--- src/hdl/rtrd_pkg.sv ---
`timescale 1ns / 1ps
`default_nettype none
// ----------------------------------------------------------------------------
// rtrd_pkg: shared types and constants of the target report deframer
// Holds the frame constants, the result kind codes, the controller states
// and the command and status groups between controller and datapath.
// ----------------------------------------------------------------------------
package rtrd_pkg;

	localparam logic [7:0] SYNC_BYTE         = 8'h5A;
	localparam logic [7:0] REPORT_TYPE_RESET = 8'd7;
	localparam logic [7:0] RECORD_OFFSET     = 8'd4;

	typedef enum logic [2:0] {
		KIND_RECORD   = 3'd0,
		KIND_NONE     = 3'd1,
		KIND_OTHER    = 3'd2,
		KIND_CHECKSUM = 3'd3,
		KIND_SHORT    = 3'd4
	} rtrd_kind_t;

	typedef enum logic [2:0] {
		ST_HUNT,
		ST_TYPE,
		ST_LEN,
		ST_PAYLOAD,
		ST_CHECK,
		ST_FETCH,
		ST_SHOW
	} rtrd_state_t;

	typedef struct packed {
		logic start;
		logic take_type;
		logic take_len;
		logic take_payload;
		logic finish;
		logic fetch;
		logic advance;
	} rtrd_cmd_t;

	typedef struct packed {
		logic is_sync;
		logic len_zero;
		logic payload_end;
		logic has_records;
		logic last_item;
	} rtrd_stat_t;

endpackage
`default_nettype wire

--- src/hdl/rtrd_byte_if.sv ---
`timescale 1ns / 1ps
`default_nettype none
// ----------------------------------------------------------------------------
// rtrd_byte_if: received byte channel
// Valid and ready handshake carrying one serial byte per transfer.
// ----------------------------------------------------------------------------
interface rtrd_byte_if;
	logic       valid;
	logic       ready;
	logic [7:0] rx_byte;

	modport source (output valid, output rx_byte, input ready);
	modport sink   (input valid, input rx_byte, output ready);
endinterface
`default_nettype wire

--- src/hdl/rtrd_item_if.sv ---
`timescale 1ns / 1ps
`default_nettype none
// ----------------------------------------------------------------------------
// rtrd_item_if: result item channel
// Valid and ready handshake carrying one target record or status item.
// ----------------------------------------------------------------------------
interface rtrd_item_if;
	logic        valid;
	logic        ready;
	logic [2:0]  item_kind;
	logic [3:0]  target_index;
	logic [15:0] object_count;
	logic [7:0]  target_distance;
	logic [7:0]  target_speed;
	logic [7:0]  target_angle;
	logic [7:0]  target_spare;
	logic [7:0]  seen_type;
	logic        last_of_frame;

	modport source (
		output valid, output item_kind, output target_index, output object_count,
		output target_distance, output target_speed, output target_angle,
		output target_spare, output seen_type, output last_of_frame,
		input ready
	);
	modport sink (
		input valid, input item_kind, input target_index, input object_count,
		input target_distance, input target_speed, input target_angle,
		input target_spare, input seen_type, input last_of_frame,
		output ready
	);
endinterface
`default_nettype wire

--- src/hdl/rtrd_ctrl.sv ---
`timescale 1ns / 1ps
`default_nettype none
// ----------------------------------------------------------------------------
// rtrd_ctrl: frame controller
// Walks through sync, type, length, payload and checksum, then sequences
// the release of the result items.
// ----------------------------------------------------------------------------
module rtrd_ctrl (
	input  wire logic                 clk,
	input  wire logic                 arst_n,
	input  wire logic                 in_valid,
	output logic                      in_ready,
	output logic                      out_valid,
	input  wire logic                 out_ready,
	input  wire rtrd_pkg::rtrd_stat_t stat,
	output rtrd_pkg::rtrd_cmd_t       cmd
);
	import rtrd_pkg::*;

	rtrd_state_t state_q;
	rtrd_state_t state_d;

	always_ff @(posedge clk or negedge arst_n) begin
		if (!arst_n) begin
			state_q <= ST_HUNT;
		end else begin
			state_q <= state_d;
		end
	end

	always_comb begin
		state_d   = state_q;
		cmd       = '0;
		in_ready  = 1'b0;
		out_valid = 1'b0;
		case (state_q)
			ST_HUNT: begin
				in_ready = 1'b1;
				if (in_valid && stat.is_sync) begin
					cmd.start = 1'b1;
					state_d   = ST_TYPE;
				end
			end
			ST_TYPE: begin
				in_ready = 1'b1;
				if (in_valid) begin
					cmd.take_type = 1'b1;
					state_d       = ST_LEN;
				end
			end
			ST_LEN: begin
				in_ready = 1'b1;
				if (in_valid) begin
					cmd.take_len = 1'b1;
					state_d      = stat.len_zero ? ST_CHECK : ST_PAYLOAD;
				end
			end
			ST_PAYLOAD: begin
				in_ready = 1'b1;
				if (in_valid) begin
					cmd.take_payload = 1'b1;
					if (stat.payload_end) begin
						state_d = ST_CHECK;
					end
				end
			end
			ST_CHECK: begin
				in_ready = 1'b1;
				if (in_valid) begin
					cmd.finish = 1'b1;
					state_d    = stat.has_records ? ST_FETCH : ST_SHOW;
				end
			end
			ST_FETCH: begin
				cmd.fetch = 1'b1;
				state_d   = ST_SHOW;
			end
			ST_SHOW: begin
				out_valid = 1'b1;
				if (out_ready) begin
					cmd.advance = 1'b1;
					state_d     = stat.last_item ? ST_HUNT : ST_FETCH;
				end
			end
			default: begin
				state_d = ST_HUNT;
			end
		endcase
	end

endmodule
`default_nettype wire

--- src/hdl/rtrd_datapath.sv ---
`timescale 1ns / 1ps
`default_nettype none
// ----------------------------------------------------------------------------
// rtrd_datapath: frame fields, checksum, record store and result register
// Accumulates the frame under controller command, judges the frame on the
// checksum byte and presents result items from its output registers.
// ----------------------------------------------------------------------------
module rtrd_datapath #(
	parameter int MAX_TARGETS = 10
) (
	input  wire logic                 clk,
	input  wire logic                 arst_n,
	input  wire logic                 cfg_wr_en,
	input  wire logic [7:0]           cfg_wr_data,
	input  wire logic [7:0]           rx_byte,
	input  wire rtrd_pkg::rtrd_cmd_t  cmd,
	output rtrd_pkg::rtrd_stat_t      stat,
	output rtrd_pkg::rtrd_kind_t      item_kind,
	output logic [3:0]                target_index,
	output logic [15:0]               object_count,
	output logic [7:0]                target_distance,
	output logic [7:0]                target_speed,
	output logic [7:0]                target_angle,
	output logic [7:0]                target_spare,
	output logic [7:0]                seen_type,
	output logic                      last_of_frame
);
	import rtrd_pkg::*;

	localparam int IDX_W = (MAX_TARGETS > 1) ? $clog2(MAX_TARGETS) : 1;
	localparam int CNT_W = $clog2(MAX_TARGETS + 1);

	logic [7:0]       type_code_q;
	logic [7:0]       frame_kind_q;
	logic [7:0]       length_q;
	logic [7:0]       position_q;
	logic [7:0]       sum_q;
	logic [15:0]      total_q;
	logic [CNT_W-1:0] count_q;
	logic [CNT_W-1:0] emit_idx_q;
	rtrd_kind_t       kind_q;
	logic [15:0]      out_count_q;
	logic             last_q;

	// Record store: one row per target, written a byte at a time.
	logic [7:0] store_q [0:MAX_TARGETS-1][0:3];
	logic [7:0] rd_q    [0:3];

	logic [8:0]  next_pos;
	logic [7:0]  rel;
	logic [5:0]  rec_idx;
	logic        rec_write;
	logic        sum_ok;
	logic        type_ok;
	logic        len_ok;
	logic [5:0]  cap;
	logic [15:0] lim;
	logic [15:0] n_rec;
	rtrd_kind_t  verdict;
	logic        records;

	assign next_pos  = {1'b0, position_q} + 9'd1;
	assign rel       = position_q - RECORD_OFFSET;
	assign rec_idx   = rel[7:2];
	assign rec_write = cmd.take_payload && (position_q >= RECORD_OFFSET)
		&& ({2'b00, rec_idx} < 8'(MAX_TARGETS));

	assign sum_ok  = (rx_byte == sum_q);
	assign type_ok = (frame_kind_q == type_code_q);
	assign len_ok  = (length_q >= RECORD_OFFSET);
	assign cap     = rel[7:2];
	assign lim     = (total_q > 16'(MAX_TARGETS)) ? 16'(MAX_TARGETS) : total_q;
	assign n_rec   = (lim > {10'b0, cap}) ? {10'b0, cap} : lim;

	always_comb begin
		records = 1'b0;
		if (!sum_ok) begin
			verdict = KIND_CHECKSUM;
		end else if (!type_ok) begin
			verdict = KIND_OTHER;
		end else if (!len_ok) begin
			verdict = KIND_SHORT;
		end else if (total_q == 16'd0) begin
			verdict = KIND_NONE;
		end else if (n_rec == 16'd0) begin
			verdict = KIND_SHORT;
		end else begin
			verdict = KIND_RECORD;
			records = 1'b1;
		end
	end

	assign stat.is_sync     = (rx_byte == SYNC_BYTE);
	assign stat.len_zero    = (rx_byte == 8'd0);
	assign stat.payload_end = (next_pos >= {1'b0, length_q});
	assign stat.has_records = records;
	assign stat.last_item   = last_q;

	always_ff @(posedge clk or negedge arst_n) begin
		if (!arst_n) begin
			type_code_q  <= REPORT_TYPE_RESET;
			frame_kind_q <= 8'd0;
			length_q     <= 8'd0;
			position_q   <= 8'd0;
			sum_q        <= 8'd0;
			total_q      <= 16'd0;
		end else begin
			if (cfg_wr_en) begin
				type_code_q <= cfg_wr_data;
			end
			if (cmd.start) begin
				sum_q <= SYNC_BYTE;
			end
			if (cmd.take_type) begin
				frame_kind_q <= rx_byte;
				sum_q        <= sum_q + rx_byte;
			end
			if (cmd.take_len) begin
				length_q   <= rx_byte;
				position_q <= 8'd0;
				total_q    <= 16'd0;
				sum_q      <= sum_q + rx_byte;
			end
			if (cmd.take_payload) begin
				sum_q      <= sum_q + rx_byte;
				position_q <= next_pos[7:0];
				if (position_q == 8'd0) begin
					total_q[7:0] <= rx_byte;
				end else if (position_q == 8'd1) begin
					total_q[15:8] <= rx_byte;
				end
			end
		end
	end

	always_ff @(posedge clk) begin
		if (rec_write) begin
			store_q[rec_idx[IDX_W-1:0]][rel[1:0]] <= rx_byte;
		end
	end

	// Result registers; the read data of the store doubles as the output.
	always_ff @(posedge clk) begin
		if (cmd.finish) begin
			kind_q     <= verdict;
			emit_idx_q <= '0;
			count_q    <= CNT_W'(n_rec);
			last_q     <= 1'b1;
			for (int i = 0; i < 4; i++) begin
				rd_q[i] <= 8'd0;
			end
			if (records || verdict == KIND_SHORT) begin
				out_count_q <= total_q;
			end else begin
				out_count_q <= 16'd0;
			end
		end
		if (cmd.fetch) begin
			rd_q   <= store_q[emit_idx_q[IDX_W-1:0]];
			last_q <= ((emit_idx_q + 1'b1) == count_q);
		end
		if (cmd.advance) begin
			emit_idx_q <= emit_idx_q + 1'b1;
		end
	end

	assign item_kind       = kind_q;
	assign target_index    = 4'(emit_idx_q);
	assign object_count    = out_count_q;
	assign target_distance = rd_q[0];
	assign target_speed    = rd_q[1];
	assign target_angle    = rd_q[2];
	assign target_spare    = rd_q[3];
	assign seen_type       = frame_kind_q;
	assign last_of_frame   = last_q;

endmodule
`default_nettype wire

--- src/hdl/radar_target_report_deframer.sv ---
`timescale 1ns / 1ps
`default_nettype none
// ----------------------------------------------------------------------------
// radar_target_report_deframer: target report frame parser
// Received serial bytes enter on the serial channel, one per transfer. The
// block hunts for the sync byte, then takes the type, length, payload and
// checksum bytes. While a frame is being parsed, the block accepts one
// byte transfer per clock. When the checksum byte is taken, the frame is
// judged. A bad checksum, a foreign type, a short payload or a zero object
// count produces one status item, shown on the report channel in the cycle
// after the checksum transfer. A good target report releases its buffered
// records one by one; each record is first read from the record store and
// then stays on the channel until it is transferred.
// The final item of a frame carries last_of_frame. While results are being
// released the serial channel is held not ready, so a receiver that stalls
// the report channel simply stretches this window; nothing is lost.
// The user writes the report type register through cfg_wr_en and cfg_wr_data
// only while the block is idle; the block does not enforce it. Reset returns
// the parser to hunting for sync and the report type to 7; the record store
// needs no clearing, since a frame only releases records that it wrote itself.
// ----------------------------------------------------------------------------
module radar_target_report_deframer #(
	parameter int MAX_TARGETS = 10
) (
	input  wire logic       clk,
	input  wire logic       arst_n,
	input  wire logic       cfg_wr_en,
	input  wire logic [7:0] cfg_wr_data,
	rtrd_byte_if.sink       serial,
	rtrd_item_if.source     report
);
	import rtrd_pkg::*;

	rtrd_cmd_t  cmd;
	rtrd_stat_t stat;
	rtrd_kind_t kind;

	// The controller owns both handshakes; the datapath only follows commands.
	rtrd_ctrl u_ctrl (
		.clk       (clk),
		.arst_n    (arst_n),
		.in_valid  (serial.valid),
		.in_ready  (serial.ready),
		.out_valid (report.valid),
		.out_ready (report.ready),
		.stat      (stat),
		.cmd       (cmd)
	);

	rtrd_datapath #(
		.MAX_TARGETS (MAX_TARGETS)
	) u_datapath (
		.clk             (clk),
		.arst_n          (arst_n),
		.cfg_wr_en       (cfg_wr_en),
		.cfg_wr_data     (cfg_wr_data),
		.rx_byte         (serial.rx_byte),
		.cmd             (cmd),
		.stat            (stat),
		.item_kind       (kind),
		.target_index    (report.target_index),
		.object_count    (report.object_count),
		.target_distance (report.target_distance),
		.target_speed    (report.target_speed),
		.target_angle    (report.target_angle),
		.target_spare    (report.target_spare),
		.seen_type       (report.seen_type),
		.last_of_frame   (report.last_of_frame)
	);

	assign report.item_kind = kind;

endmodule
`default_nettype wire
--- src/flat_wrapper.sv ---
// flat-port wrapper written by rule: the top's interface ports become plain ports
module radar_target_report_deframer_flat import rtrd_pkg::*;
#(
	parameter int MAX_TARGETS = 10
)
  (clk, arst_n, cfg_wr_en, cfg_wr_data, serial_valid, serial_rx_byte, serial_ready, report_valid, report_item_kind, report_target_index, report_object_count, report_target_distance, report_target_speed, report_target_angle, report_target_spare, report_seen_type, report_last_of_frame, report_ready);
  rtrd_byte_if serial_i ();
  rtrd_item_if report_i ();
  input  wire logic clk;
  input  wire logic arst_n;
  input  wire logic cfg_wr_en;
  input  wire logic [7:0] cfg_wr_data;
  input wire logic [$bits(serial_i.valid)-1:0] serial_valid;
  input wire logic [$bits(serial_i.rx_byte)-1:0] serial_rx_byte;
  output wire logic [$bits(serial_i.ready)-1:0] serial_ready;
  output wire logic [$bits(report_i.valid)-1:0] report_valid;
  output wire logic [$bits(report_i.item_kind)-1:0] report_item_kind;
  output wire logic [$bits(report_i.target_index)-1:0] report_target_index;
  output wire logic [$bits(report_i.object_count)-1:0] report_object_count;
  output wire logic [$bits(report_i.target_distance)-1:0] report_target_distance;
  output wire logic [$bits(report_i.target_speed)-1:0] report_target_speed;
  output wire logic [$bits(report_i.target_angle)-1:0] report_target_angle;
  output wire logic [$bits(report_i.target_spare)-1:0] report_target_spare;
  output wire logic [$bits(report_i.seen_type)-1:0] report_seen_type;
  output wire logic [$bits(report_i.last_of_frame)-1:0] report_last_of_frame;
  input wire logic [$bits(report_i.ready)-1:0] report_ready;
  assign serial_i.valid = serial_valid;
  assign serial_i.rx_byte = serial_rx_byte;
  assign serial_ready = serial_i.ready;
  assign report_valid = report_i.valid;
  assign report_item_kind = report_i.item_kind;
  assign report_target_index = report_i.target_index;
  assign report_object_count = report_i.object_count;
  assign report_target_distance = report_i.target_distance;
  assign report_target_speed = report_i.target_speed;
  assign report_target_angle = report_i.target_angle;
  assign report_target_spare = report_i.target_spare;
  assign report_seen_type = report_i.seen_type;
  assign report_last_of_frame = report_i.last_of_frame;
  assign report_i.ready = report_ready;
  radar_target_report_deframer #(.MAX_TARGETS(MAX_TARGETS)) u_core (.clk(clk), .arst_n(arst_n), .cfg_wr_en(cfg_wr_en), .cfg_wr_data(cfg_wr_data), .serial(serial_i), .report(report_i));
endmodule
--- config.mk ---
export PLATFORM = sky130hd
export DESIGN_NAME = radar_target_report_deframer_flat
export DESIGN_NICKNAME = d
export VERILOG_FILES = /design/src/hdl/rtrd_pkg.sv /design/src/hdl/rtrd_byte_if.sv /design/src/hdl/rtrd_item_if.sv /design/src/hdl/rtrd_ctrl.sv /design/src/hdl/rtrd_datapath.sv /design/src/hdl/radar_target_report_deframer.sv /design/src/flat_wrapper.sv
export SDC_FILE = /design/constraint.sdc
export NUM_CORES = 1
export LEC_CHECK = 0
export BUFFER_PORTS_ARGS = -buffer_cell sky130_fd_sc_hd__buf_2
export CORE_MARGIN = 2
export CORE_UTILIZATION = 60
export CTS_BUF_LIST = sky130_fd_sc_hd__clkbuf_4 sky130_fd_sc_hd__clkbuf_8
export DETAILED_ROUTE_END_ITERATION = 12
export GPL_ROUTABILITY_DRIVEN = 1
export PLACE_DENSITY_LB_ADDON = 0.05
export SKIP_LAST_GASP = 1
export SLEW_MARGIN = 25
export SYNTH_ARGS = -nofsm -noshare
export SYNTH_HDL_FRONTEND = slang
export SYNTH_SLANG_ARGS = --single-unit
--- constraint.sdc ---
create_clock -name clk -period 3.2 [get_ports clk]
set_input_delay 0.32 -clock clk [delete_from_list [all_inputs] [get_ports clk]]
set_output_delay 0.32 -clock clk [all_outputs]
set_load 0.01 [all_outputs]
Word level (Yosys, flattened, before mapping)
Memory sizes are Yosys's and may differ from the RTL's. A register that Yosys moved wholly into a read port is not among the register bits.
Index checks and enable logic that the tools add are counted.
{"block": "op_classes", "add_sub_neg": 4, "n_mul": 0, "div": 0, "n_lt_le_gt_ge": 8, "n_eq_ne": 19, "n_shift": 0, "n_mux": 57, "n_bitwise": 1, "n_reduce_logical": 16}
{"op": "32-bit 2-to-1 mux", "n": 3}
{"op": "8-bit 2-to-1 mux", "n": 10}
{"op": "16-bit 2-to-1 mux", "n": 4}
{"op": "3-bit 2-to-1 mux", "n": 14}
{"op": "16-bit logical NOT", "n": 2}
{"op": "3-bit one-hot mux with 7 select lines", "n": 1}
{"op": "1-bit 2-to-1 mux", "n": 20}
{"op": "8-bit demux with 2-bit select", "n": 1}
{"op": "8-bit equality test", "n": 2}
{"op": "8-bit by 3-bit >= comparator with 1-bit output (second input constant)", "n": 2}
{"op": "16-bit by 4-bit greater-than comparator with 1-bit output (second input constant)", "n": 1}
{"op": "16-bit by 6-bit greater-than comparator with 1-bit output", "n": 1}
{"op": "8-bit logical NOT", "n": 2}
{"op": "3-bit equality test (second input constant)", "n": 4}
{"op": "4-bit 2-to-1 mux", "n": 3}
{"op": "2-bit inequality test (second input constant)", "n": 6}
{"op": "8-bit by 1-bit adder with 9-bit output (second input constant)", "n": 1}
{"op": "9-bit by 8-bit >= comparator with 1-bit output", "n": 1}
{"op": "8-bit adder", "n": 1}
{"op": "8-bit by 1-bit equality test with 1-bit output (second input constant)", "n": 1}
{"op": "8-bit by 7-bit equality test with 1-bit output (second input constant)", "n": 1}
{"op": "8-bit by 3-bit subtractor with 8-bit output (second input constant)", "n": 1}
{"op": "7-bit AND reduction", "n": 1}
{"op": "3-bit by 2-bit equality test with 1-bit output (second input constant)", "n": 2}
{"op": "15 further kinds", "n": 20}
{"block": "word_totals", "register_bits": 119, "latchBits": 0, "mem_bits_rw": 320, "romBits": 0, "output_inout_bits": 66, "n_memories": 1}
{"memory": "u_core.u_datapath.store_q", "depth": 10, "width": 32, "read_ports": 1, "rd_ports_with_merged_regs": 1, "wr": 1, "line": "rtrd_datapath.sv:46", "rtl": "logic [7:0] store_q [0:MAX_TARGETS-1][0:3];"}

Longest topological paths before layout
Gate-level depths: netlist of run 1.
{"block": "logic_depth", "ltp_word": 13, "mapped_depth": 11, "mapped_depth_nobuf": 10}

Cells and area by module
Synthesis of run 1 repeated with hierarchy kept, for this count alone.
{"block": "unflattened", "hier_cells": 1122, "hier_area_um2": 18646.6}
{"module": "rtrd_datapath", "n_inst": 1, "cells_each": 1082, "area_each_um2": 18358.9, "seq_area_each_um2": 12896.1}
{"module": "rtrd_ctrl", "n_inst": 1, "cells_each": 40, "area_each_um2": 287.8, "seq_area_each_um2": 75.1}

Worst setup path after synthesis of run 1
OpenSTA, ideal clock, no wires.
{"block": "synth_path", "kind": "register to register", "startpoint": "reg u_core.u_datapath.position_q[2]", "endpoint": "mem u_core.u_datapath.store_q[0][0] (netlist name) (enable)", "setup_ns": 0.370, "arrival_time_ns": 2.539, "path_slack_ns": 0.291, "stages_incl_launch_ff": 9, "path_cell_list": "dfrtp_1 clkbuf_1 inv_1 ha_1 xnor2_2 nand2_1 a221oi_2 nand3_2 nor2_1"}
{"block": "synth_between", "elab_chain_len": 5, "word_cells_on_any_way": 7}
{"item": "start: declaration", "line": "rtrd_datapath.sv:36", "rtl": "logic [7:0] position_q;"}
{"item": "start signal: assignment", "line": "rtrd_datapath.sv:126", "rtl": "position_q <= next_pos[7:0];"}
{"item": "8-bit by 3-bit subtractor with 8-bit output or 8-bit by 3-bit >= comparator with 1-bit output (tied branches)", "line": "rtrd_datapath.sv:63, rtrd_datapath.sv:65"}
{"item": "6-bit by 4-bit less-than comparator with 1-bit output or 1-bit logical AND (tied branches)", "line": "rtrd_datapath.sv:66, rtrd_datapath.sv:65"}
{"item": "1-bit logical AND", "line": "rtrd_datapath.sv:66", "rtl": "&& ({2'b00, rec_idx} < 8'(MAX_TARGETS));"}
{"item": "1-bit 2-to-1 mux", "line": "rtrd_datapath.sv:137", "rtl": "if (rec_write) begin"}
{"item": "32-bit 2-to-1 mux (implied by the code)", "line": "rtrd_datapath.sv:138", "rtl": "store_q[rec_idx[IDX_W-1:0]][rel[1:0]] <= rx_byte;"}
{"item": "end: declaration", "line": "rtrd_datapath.sv:46"}
Several ways; a longest one is shown, not always the timed one.

Final worst setup path of run 1
{"block": "layout_path", "startpoint": "reg u_core.u_datapath.total_q[9]", "endpoint": "reg u_core.u_ctrl.state_q[1]"}
{"block": "layout_between", "elab_chain_len": 13, "word_cells_on_any_way": 14}
{"item": "start: declaration", "line": "rtrd_datapath.sv:38", "rtl": "logic [15:0] total_q;"}
{"item": "start signal: assignment", "line": "rtrd_datapath.sv:130", "rtl": "total_q[15:8] <= rx_byte;"}
{"item": "16-bit by 4-bit greater-than comparator with 1-bit output", "line": "rtrd_datapath.sv:72", "rtl": "assign lim = (total_q > 16'(MAX_TARGETS)) ? 16'(MAX_TARGETS) : total_q;"}
{"item": "16-bit 2-to-1 mux", "line": "rtrd_datapath.sv:72"}
{"item": "16-bit by 6-bit greater-than comparator with 1-bit output", "line": "rtrd_datapath.sv:73", "rtl": "assign n_rec = (lim > {10'b0, cap}) ? {10'b0, cap} : lim;"}
{"item": "16-bit 2-to-1 mux", "line": "rtrd_datapath.sv:73"}
{"item": "16-bit logical NOT", "line": "rtrd_datapath.sv:85", "rtl": "end else if (n_rec == 16'd0) begin"}
{"item": "1-bit 2-to-1 mux", "line": "rtrd_datapath.sv:85"}
{"item": "1-bit 2-to-1 mux *", "line": "rtrd_datapath.sv:83", "rtl": "end else if (total_q == 16'd0) begin"}
{"item": "1-bit 2-to-1 mux *", "line": "rtrd_datapath.sv:81", "rtl": "end else if (!len_ok) begin"}
{"item": "1-bit 2-to-1 mux *", "line": "rtrd_datapath.sv:79", "rtl": "end else if (!type_ok) begin"}
{"item": "1-bit 2-to-1 mux *", "line": "rtrd_datapath.sv:77", "rtl": "if (!sum_ok) begin"}
{"item": "2-bit 2-to-1 mux *", "line": "rtrd_ctrl.sv:71", "rtl": "state_d = stat.has_records ? ST_FETCH : ST_SHOW;"}
{"item": "3-bit 2-to-1 mux *", "line": "rtrd_ctrl.sv:69", "rtl": "if (in_valid) begin"}
{"item": "3-bit one-hot mux with 7 select lines *", "line": "rtrd_ctrl.sv:36", "rtl": "case (state_q)"}
{"item": "end signal: assignment", "line": "rtrd_ctrl.sv:27", "rtl": "state_q <= state_d;"}
{"item": "end: declaration", "line": "rtrd_ctrl.sv:20", "rtl": "rtrd_state_t state_q;"}
Every way passes the cells marked *; elsewhere a longest branch is shown, timed or not. The select of a mux whose other input is x is not followed.
A chain may end at the register's enable or synchronous reset.

==> reports/metrics.cfg, run 1 <==
[critical_path]
cp_cell_sequence=nor4_1, nand3_1, nor2_1, inv_1, ha_1, a21o_1, a21oi_1, a31oi_1, a311oi_1, o221ai_1
rrSetupSlack_ns=0.35
crit_slowest_cell=a311oi_1
cp.arrival_ns=3.30
cp-start-kind=register
crit_fanout=3
r2r_start=u_core.u_datapath.total_q[9]$_DFF_PN0_
cpPeakStageDelay_ns=0.44
timing.rr.end=u_core.u_ctrl.state_q[1]$_DFFE_PN0P_
cp.required_ns=3.64
crit_type=register to register
r2r_cells=10
cp-end-kind=register

[route]
avgRoutedWirePerCell_um=22.0
drt_iter0_markers=745
drt-pass1-iter-count=5
vias_per_cell=5.86
num_vias=10200
drc=0
routed_wl_um=38400
ant_nets=0

[clocking]
cts_tree=done
cts_setup_buffers=0
worstSkewPairLatency_ns=0.60
htree_levels=3
clockBufferDepth=3
cts_buffers=69
hold_buffers=9
cts_sinks=443
post_cts_resized=0
cts_root_buf=clkbuf_8
path_clk_slew_ns=0.06

[sta]
hold_viol_final=0
tns_ns=0
whs_ns=0.138
min_period_ns=2.85
relSlewSlack_pct=32.7
fin_crit_sh_pct=89.1
finalMaxSlewViolations=0
final-setup-viol-count=0
worstMarginPinSlew_ns=1.01
rsz0062_at_grt=false
max_freq_ghz=0.351
skew_ns=0.0236

[placement]
place_congestion=0.838
hpwl_um=24000
place_area_um2=19600
port_buffers=86
dpl.cell_count=1607

[cells_and_area]
insertedDiodeCount=0
finalNonFillerCells=1743
final_common_cell=edfxtp_1
layout.nets=1345
drive_above_1_share_pct=28.0
area_delta_synth_final_pct=15.0
final_cell_mix=edfxtp_1 (380), buf_2 (86), clkbuf_8 (71)
final_cell_area_um2=21100
final_util_pct=69.7

[global_routing]
overflow=0
grt_antenna_before_repair=2
grt_pass1_wl_um=60100
grt_pass1_vias=10300
grt_usage_pct=25.3
grt_start_max_net_pins=50

[floorplanning]
ios=87
die_area_um2=32000
die_h_um=179
core_area_um2=30300
die_w_um=179
rows=64
initial_core_util_pct=60.6

[synth]
synthCells=1112
ys_types=71
synthArstFlopShare_pct=13.3
synth-edff-count=380
synth_warnings=0
synth_area_um2=18400
ys_seq_area_share_pct=70.6
yosys_most_used_dff=edfxtp_1
ys_ff_latch=443
syn_avg_cell_area_um2=16.5

[power_and_ir_drop]
peakVddDrop_uv=506
powerDensity_nw_per_um2=781
p_leak_uw=0.00760

[min_path]
hold_path_class=input pin to register
hold_depth=1
hold_end=u_core.u_datapath.store_q[0][17]$_DFFE_PP_
hp-start=serial_rx_byte[1]

[job]
drv_cap=0

[outcome]
status=finished clean

## flip-flops by register name, summed over array words and instances (netlist names), 8 cells and up, named ones only
signal	cells
u_core.u_datapath.sum_q	8
u_core.u_datapath.target_spare	8
u_core.u_datapath.target_distance	8
u_core.u_datapath.length_q	8
u_core.u_datapath.target_angle	8
u_core.u_datapath.total_q	16
u_core.u_datapath.position_q	8
u_core.u_datapath.target_speed	8
u_core.u_datapath.seen_type	8
u_core.u_datapath.type_code_q	8
u_core.u_datapath.store_q	320
u_core.u_datapath.object_count	16
## cells by family (layout without fill, tap and decap cells)
family,after synthesis,count (layout),share of synthesized area (%)
flip-flops,443,443,70.6
AND/OR/NAND/NOR,256,256,7.07
AO/OA/AOI/OAI,152,152,5.80
multiplexers,121,121,11.1
buffers and inverters,78,312,1.76
adder cells (fa/ha/maj),33,33,2.29
XOR/XNOR,28,28,1.38
other,1,2,0.0204
## Yosys cell counts (14+ instances only)
| library cell | n | area, um2 |
|---|---|---|
| nand2_1 | 65 | 244 |
| xor2_1 | 20 | 175 |
| buf_2 | 14 | 70.1 |
| nor2b_1 | 34 | 213 |
| dfrtp_1 | 56 | 1400 |
| inv_1 | 24 | 90.1 |
| a21oi_1 | 14 | 70.1 |
| mux2_2 | 24 | 270 |
| mux4_2 | 64 | 1440 |
| mux2i_1 | 33 | 330 |
| nand3_1 | 16 | 80.1 |
| clkbuf_1 | 33 | 124 |
| o21ai_0 | 31 | 155 |
| nor2_1 | 66 | 248 |
| and2_1 | 18 | 113 |
| a211oi_1 | 65 | 488 |
| edfxtp_1 | 380 | 11400 |
| ha_1 | 32 | 400 |
## through the flow
| stage | worst slack, ns | power (uW) |
|---|---|---|
| detailed placement | 0.346 | 11700 |
| finish | 0.348 | 16500 |
| global route | 0.0851 | 17400 |
| floorplan | 0.291 | 10400 |
| CTS | 0.347 | 16600 |
| global placement | 0.381 | 11600 |
## routing by layer
layer	global-route usage (%)	routed length, um
met3	4.77	2540
met4	8.16	766
met2	37.2	17400
met5	0	0
met1	38.5	17700
## critical path, delay by kind of cell (launching register included)
family                   cells  cell delay (ns)
AO/OA/AOI/OAI                5             1.06
AND/OR/NAND/NOR              3             0.83
flip-flops                   1             0.39
buffers and inverters        1             0.11
adder cells (fa/ha/maj)      1             0.33
## worst max path at each step
stage                                                      from                                        end  slack [ns]  cells past startpoint
global route             u_core.u_datapath.total_q[9]$_DFF_PN0_       u_core.u_ctrl.state_q[1]$_DFFE_PN0P_        0.09                     10
finish                   u_core.u_datapath.total_q[9]$_DFF_PN0_       u_core.u_ctrl.state_q[1]$_DFFE_PN0P_        0.35                     10
floorplan           u_core.u_datapath.position_q[2]$_DFFE_PN0P_  u_core.u_datapath.store_q[0][0]$_DFFE_PP_        0.29                      8
detailed placement  u_core.u_datapath.position_q[3]$_DFFE_PN0P_       u_core.u_ctrl.state_q[1]$_DFFE_PN0P_        0.35                      9
global placement         u_core.u_datapath.total_q[9]$_DFF_PN0_       u_core.u_ctrl.state_q[1]$_DFFE_PN0P_        0.38                     10
CTS                      u_core.u_datapath.total_q[9]$_DFF_PN0_       u_core.u_ctrl.state_q[1]$_DFFE_PN0P_        0.35                     10
## cell type report
class | instances | area, um2
clock buffers | 86 | 1090
flip-flops and latches | 443 | 13000
clock inverters | 41 | 345
fillers | 2077 | 9210
multi-input cells | 592 | 5090
repair buffers | 161 | 1050
inverters | 24 | 90.1
well taps | 396 | 495
## report_power, final
group	leakage, uW	total (uW)	switching, uW	internal (uW)
logic	0.00262	4040	2140	1910
registers	0.00422	7560	725	6830
clock network	0.000764	4900	2210	2690
Note: power is estimated with default switching activity, not from simulation.
==> run 2: changes to the inputs <==
--- a/config.mk
+++ b/config.mk
@@ -6,8 +6,8 @@
 export NUM_CORES = 1
 export LEC_CHECK = 0
 export BUFFER_PORTS_ARGS = -buffer_cell sky130_fd_sc_hd__buf_2
-export CORE_MARGIN = 2
-export CORE_UTILIZATION = 60
+export CORE_MARGIN = 8
+export CORE_UTILIZATION = 64
 export CTS_BUF_LIST = sky130_fd_sc_hd__clkbuf_4 sky130_fd_sc_hd__clkbuf_8
 export DETAILED_ROUTE_END_ITERATION = 12
 export GPL_ROUTABILITY_DRIVEN = 1
==> run 2 against run 1 <==
Effect of this change: via count rose by 0.42%; setup slack got worse by 0.12 ns; final cell count fell by 0.69%; sequential share of layout area fell by 0.22 points; wire length fell by 0.17%; critical path depth fell by 1; clock power rose by 6.3%; power rose by 1.9%; clock skew fell by 0.0054 ns; critical endpoint is now u_core.u_datapath.store_q[3][17]$_DFFE_PP_.
==> reports/metrics.cfg, run 2 (synthesis gave the netlist of run 1 again) <==
[clocking]
cts_buffers=70
htree_levels=3
worstSkewPairLatency_ns=0.57
cts_sinks=443
cts_root_buf=clkbuf_8
cts_tree=done
path_clk_slew_ns=0.07
cts_setup_buffers=0
clockBufferDepth=3

[power_and_ir_drop]
peakVddDrop_uv=447
p_leak_uw=0.00762
powerDensity_nw_per_um2=792

[cells_and_area]
final_cell_area_um2=21200
drive_above_1_share_pct=28.1
final_common_cell=edfxtp_1
area_delta_synth_final_pct=15.4
insertedDiodeCount=0
final_cell_mix=edfxtp_1 (380), buf_2 (86), clkbuf_8 (74)
final_util_pct=74.5
n_fill_cell=1759
largest_register_ffs=320
layout.nets=1345

[global_routing]
grt_antenna_before_repair=1
grt_start_max_net_pins=47
grt_usage_pct=23.1
grt_pass1_vias=10400
grt_pass1_wl_um=59900
overflow=0

[critical_path]
cp.arrival_ns=3.26
crit_fanout=10
cp.required_ns=3.48
cp-start-kind=register
crit_type=register to register
cp-end-kind=register
r2r_cells=9

[floorplanning]
rows=62
ios=87
core_area_um2=28500
die_w_um=185
initial_core_util_pct=64.6
die_area_um2=34400
die_h_um=185

[route]
routed_wl_um=38300
ant_nets=0
drt-pass1-iter-count=5
drt_iter0_markers=731
avgRoutedWirePerCell_um=22.1
vias_per_cell=5.92
num_vias=10300
drc=0

[outcome]
status=finished clean

[sta]
rsz0062_at_grt=false
finalMaxSlewViolations=0
relSlewSlack_pct=41.7
fin_crit_sh_pct=92.9
hold_viol_final=0
max_freq_ghz=0.336
min_period_ns=2.97
worstMarginPinSlew_ns=0.870
tns_ns=0
skew_ns=0.0182
final-setup-viol-count=0

[min_path]
hold_depth=3
hold_path_class=input pin to register

[placement]
place_congestion=0.827
place_area_um2=19600
port_buffers=86
hpwl_um=24200

[job]
drv_cap=0

==> run 2: cell types whose count changed in the layout (fill, tap and decap cells not counted) <==
| cell | change |
|---|---|
| buf_4 | -1 |
| bufinv_16 | +3 |
| clkbuf_8 | +3 |
| clkinv_1 | -2 |
| clkinv_2 | -3 |
| clkinvlp_4 | +3 |
| inv_6 | -1 |
| inv_8 | -2 |
==> run 2: timing repair <==
| item | 4_1_cts | 5_1_grt |
|---|---|---|
| hold buffers | 9 | 0 |
| gates resized for setup | 0 | 0 |
| endpoints found under the hold margin | 24 | 0 |
| endpoints found under the setup margin | 0 | 0 |
==> run 2: path summary, 6_finish.rpt <==
kind	startpoint	to	slack, ns
worst min register to register	u_core.u_datapath.sum_q[5]$_DFFE_PN0P_	u_core.u_datapath.sum_q[5]$_DFFE_PN0P_	0.49
worst max-delay path	u_core.u_datapath.position_q[2]$_DFFE_PN0P_	u_core.u_datapath.store_q[3][17]$_DFFE_PP_	0.23
max in group asynchronous	arst_n	u_core.u_datapath.total_q[0]$_DFF_PN0_	2.05
worst min-delay path	serial_rx_byte[0]	u_core.u_datapath.sum_q[0]$_DFFE_PN0P_	0.16
min in group asynchronous	arst_n	u_core.u_datapath.seen_type[1]$_DFFE_PN0P_	0.23
worst max register to register	u_core.u_datapath.position_q[2]$_DFFE_PN0P_	u_core.u_datapath.store_q[3][17]$_DFFE_PP_	0.23
==> run 2: power breakdown <==
group          total (uW)  switching (uW)  internal, uW
combinational        4120            2210          1910
clock                5210            2220          3000
sequential           7480             647          6830
total               16800            5070         11700
==> run 2: layout make-up <==
class                      instances  area, um2  share of cell area (%)
clock buffer                      89       1130                    5.33
clock inverter                    39        404                    1.90
inverter                          24       90.1                   0.425
multi-input combinational        592       5090                    24.0
sequential                       443      13000                    61.2
tap                              384        480                    2.26
timing repair buffer             160       1050                    4.93
==> run 2: worst max-delay path: stages, from the launching register on <==
cell and delay, ns:
dfrtp_1 0.52, inv_1 0.19, ha_1 0.33, xnor2_2 0.33
nand2_1 0.16, a221oi_2 0.30, buf_4 0.19, nand3_2 0.24
nor2_1 0.22, buf_4 0.20
==> run 2: per-layer routing <==
| metal | GRT usage (%) | share of wire, % | vias up | wire length, um |
|---|---|---|---|---|
| met2 | 35.1 | 46 | 397 | 17500 |
| met5 | 0 | 0 | - | 0 |
| met1 | 33.4 | 45 | 5102 | 17400 |
| li1 | - | - | 4693 | - |
| met4 | 6.91 | 2.2 | 0 | 840 |
| met3 | 4.92 | 6.8 | 59 | 2590 |
==> run 2: per-stage QoR <==
step	hold slack [ns]	cells	total power, uW	worst slack, ns
after floorplan	0.0244	1113	10400	0.291
after global placement	0.297	1594	11600	0.403
after detailed placement	0.287	1594	11700	0.305
after CTS	0.133	1731	17000	0.243
after global routing	0.157	1731	17700	0.0331
final	0.164	1731	16800	0.226
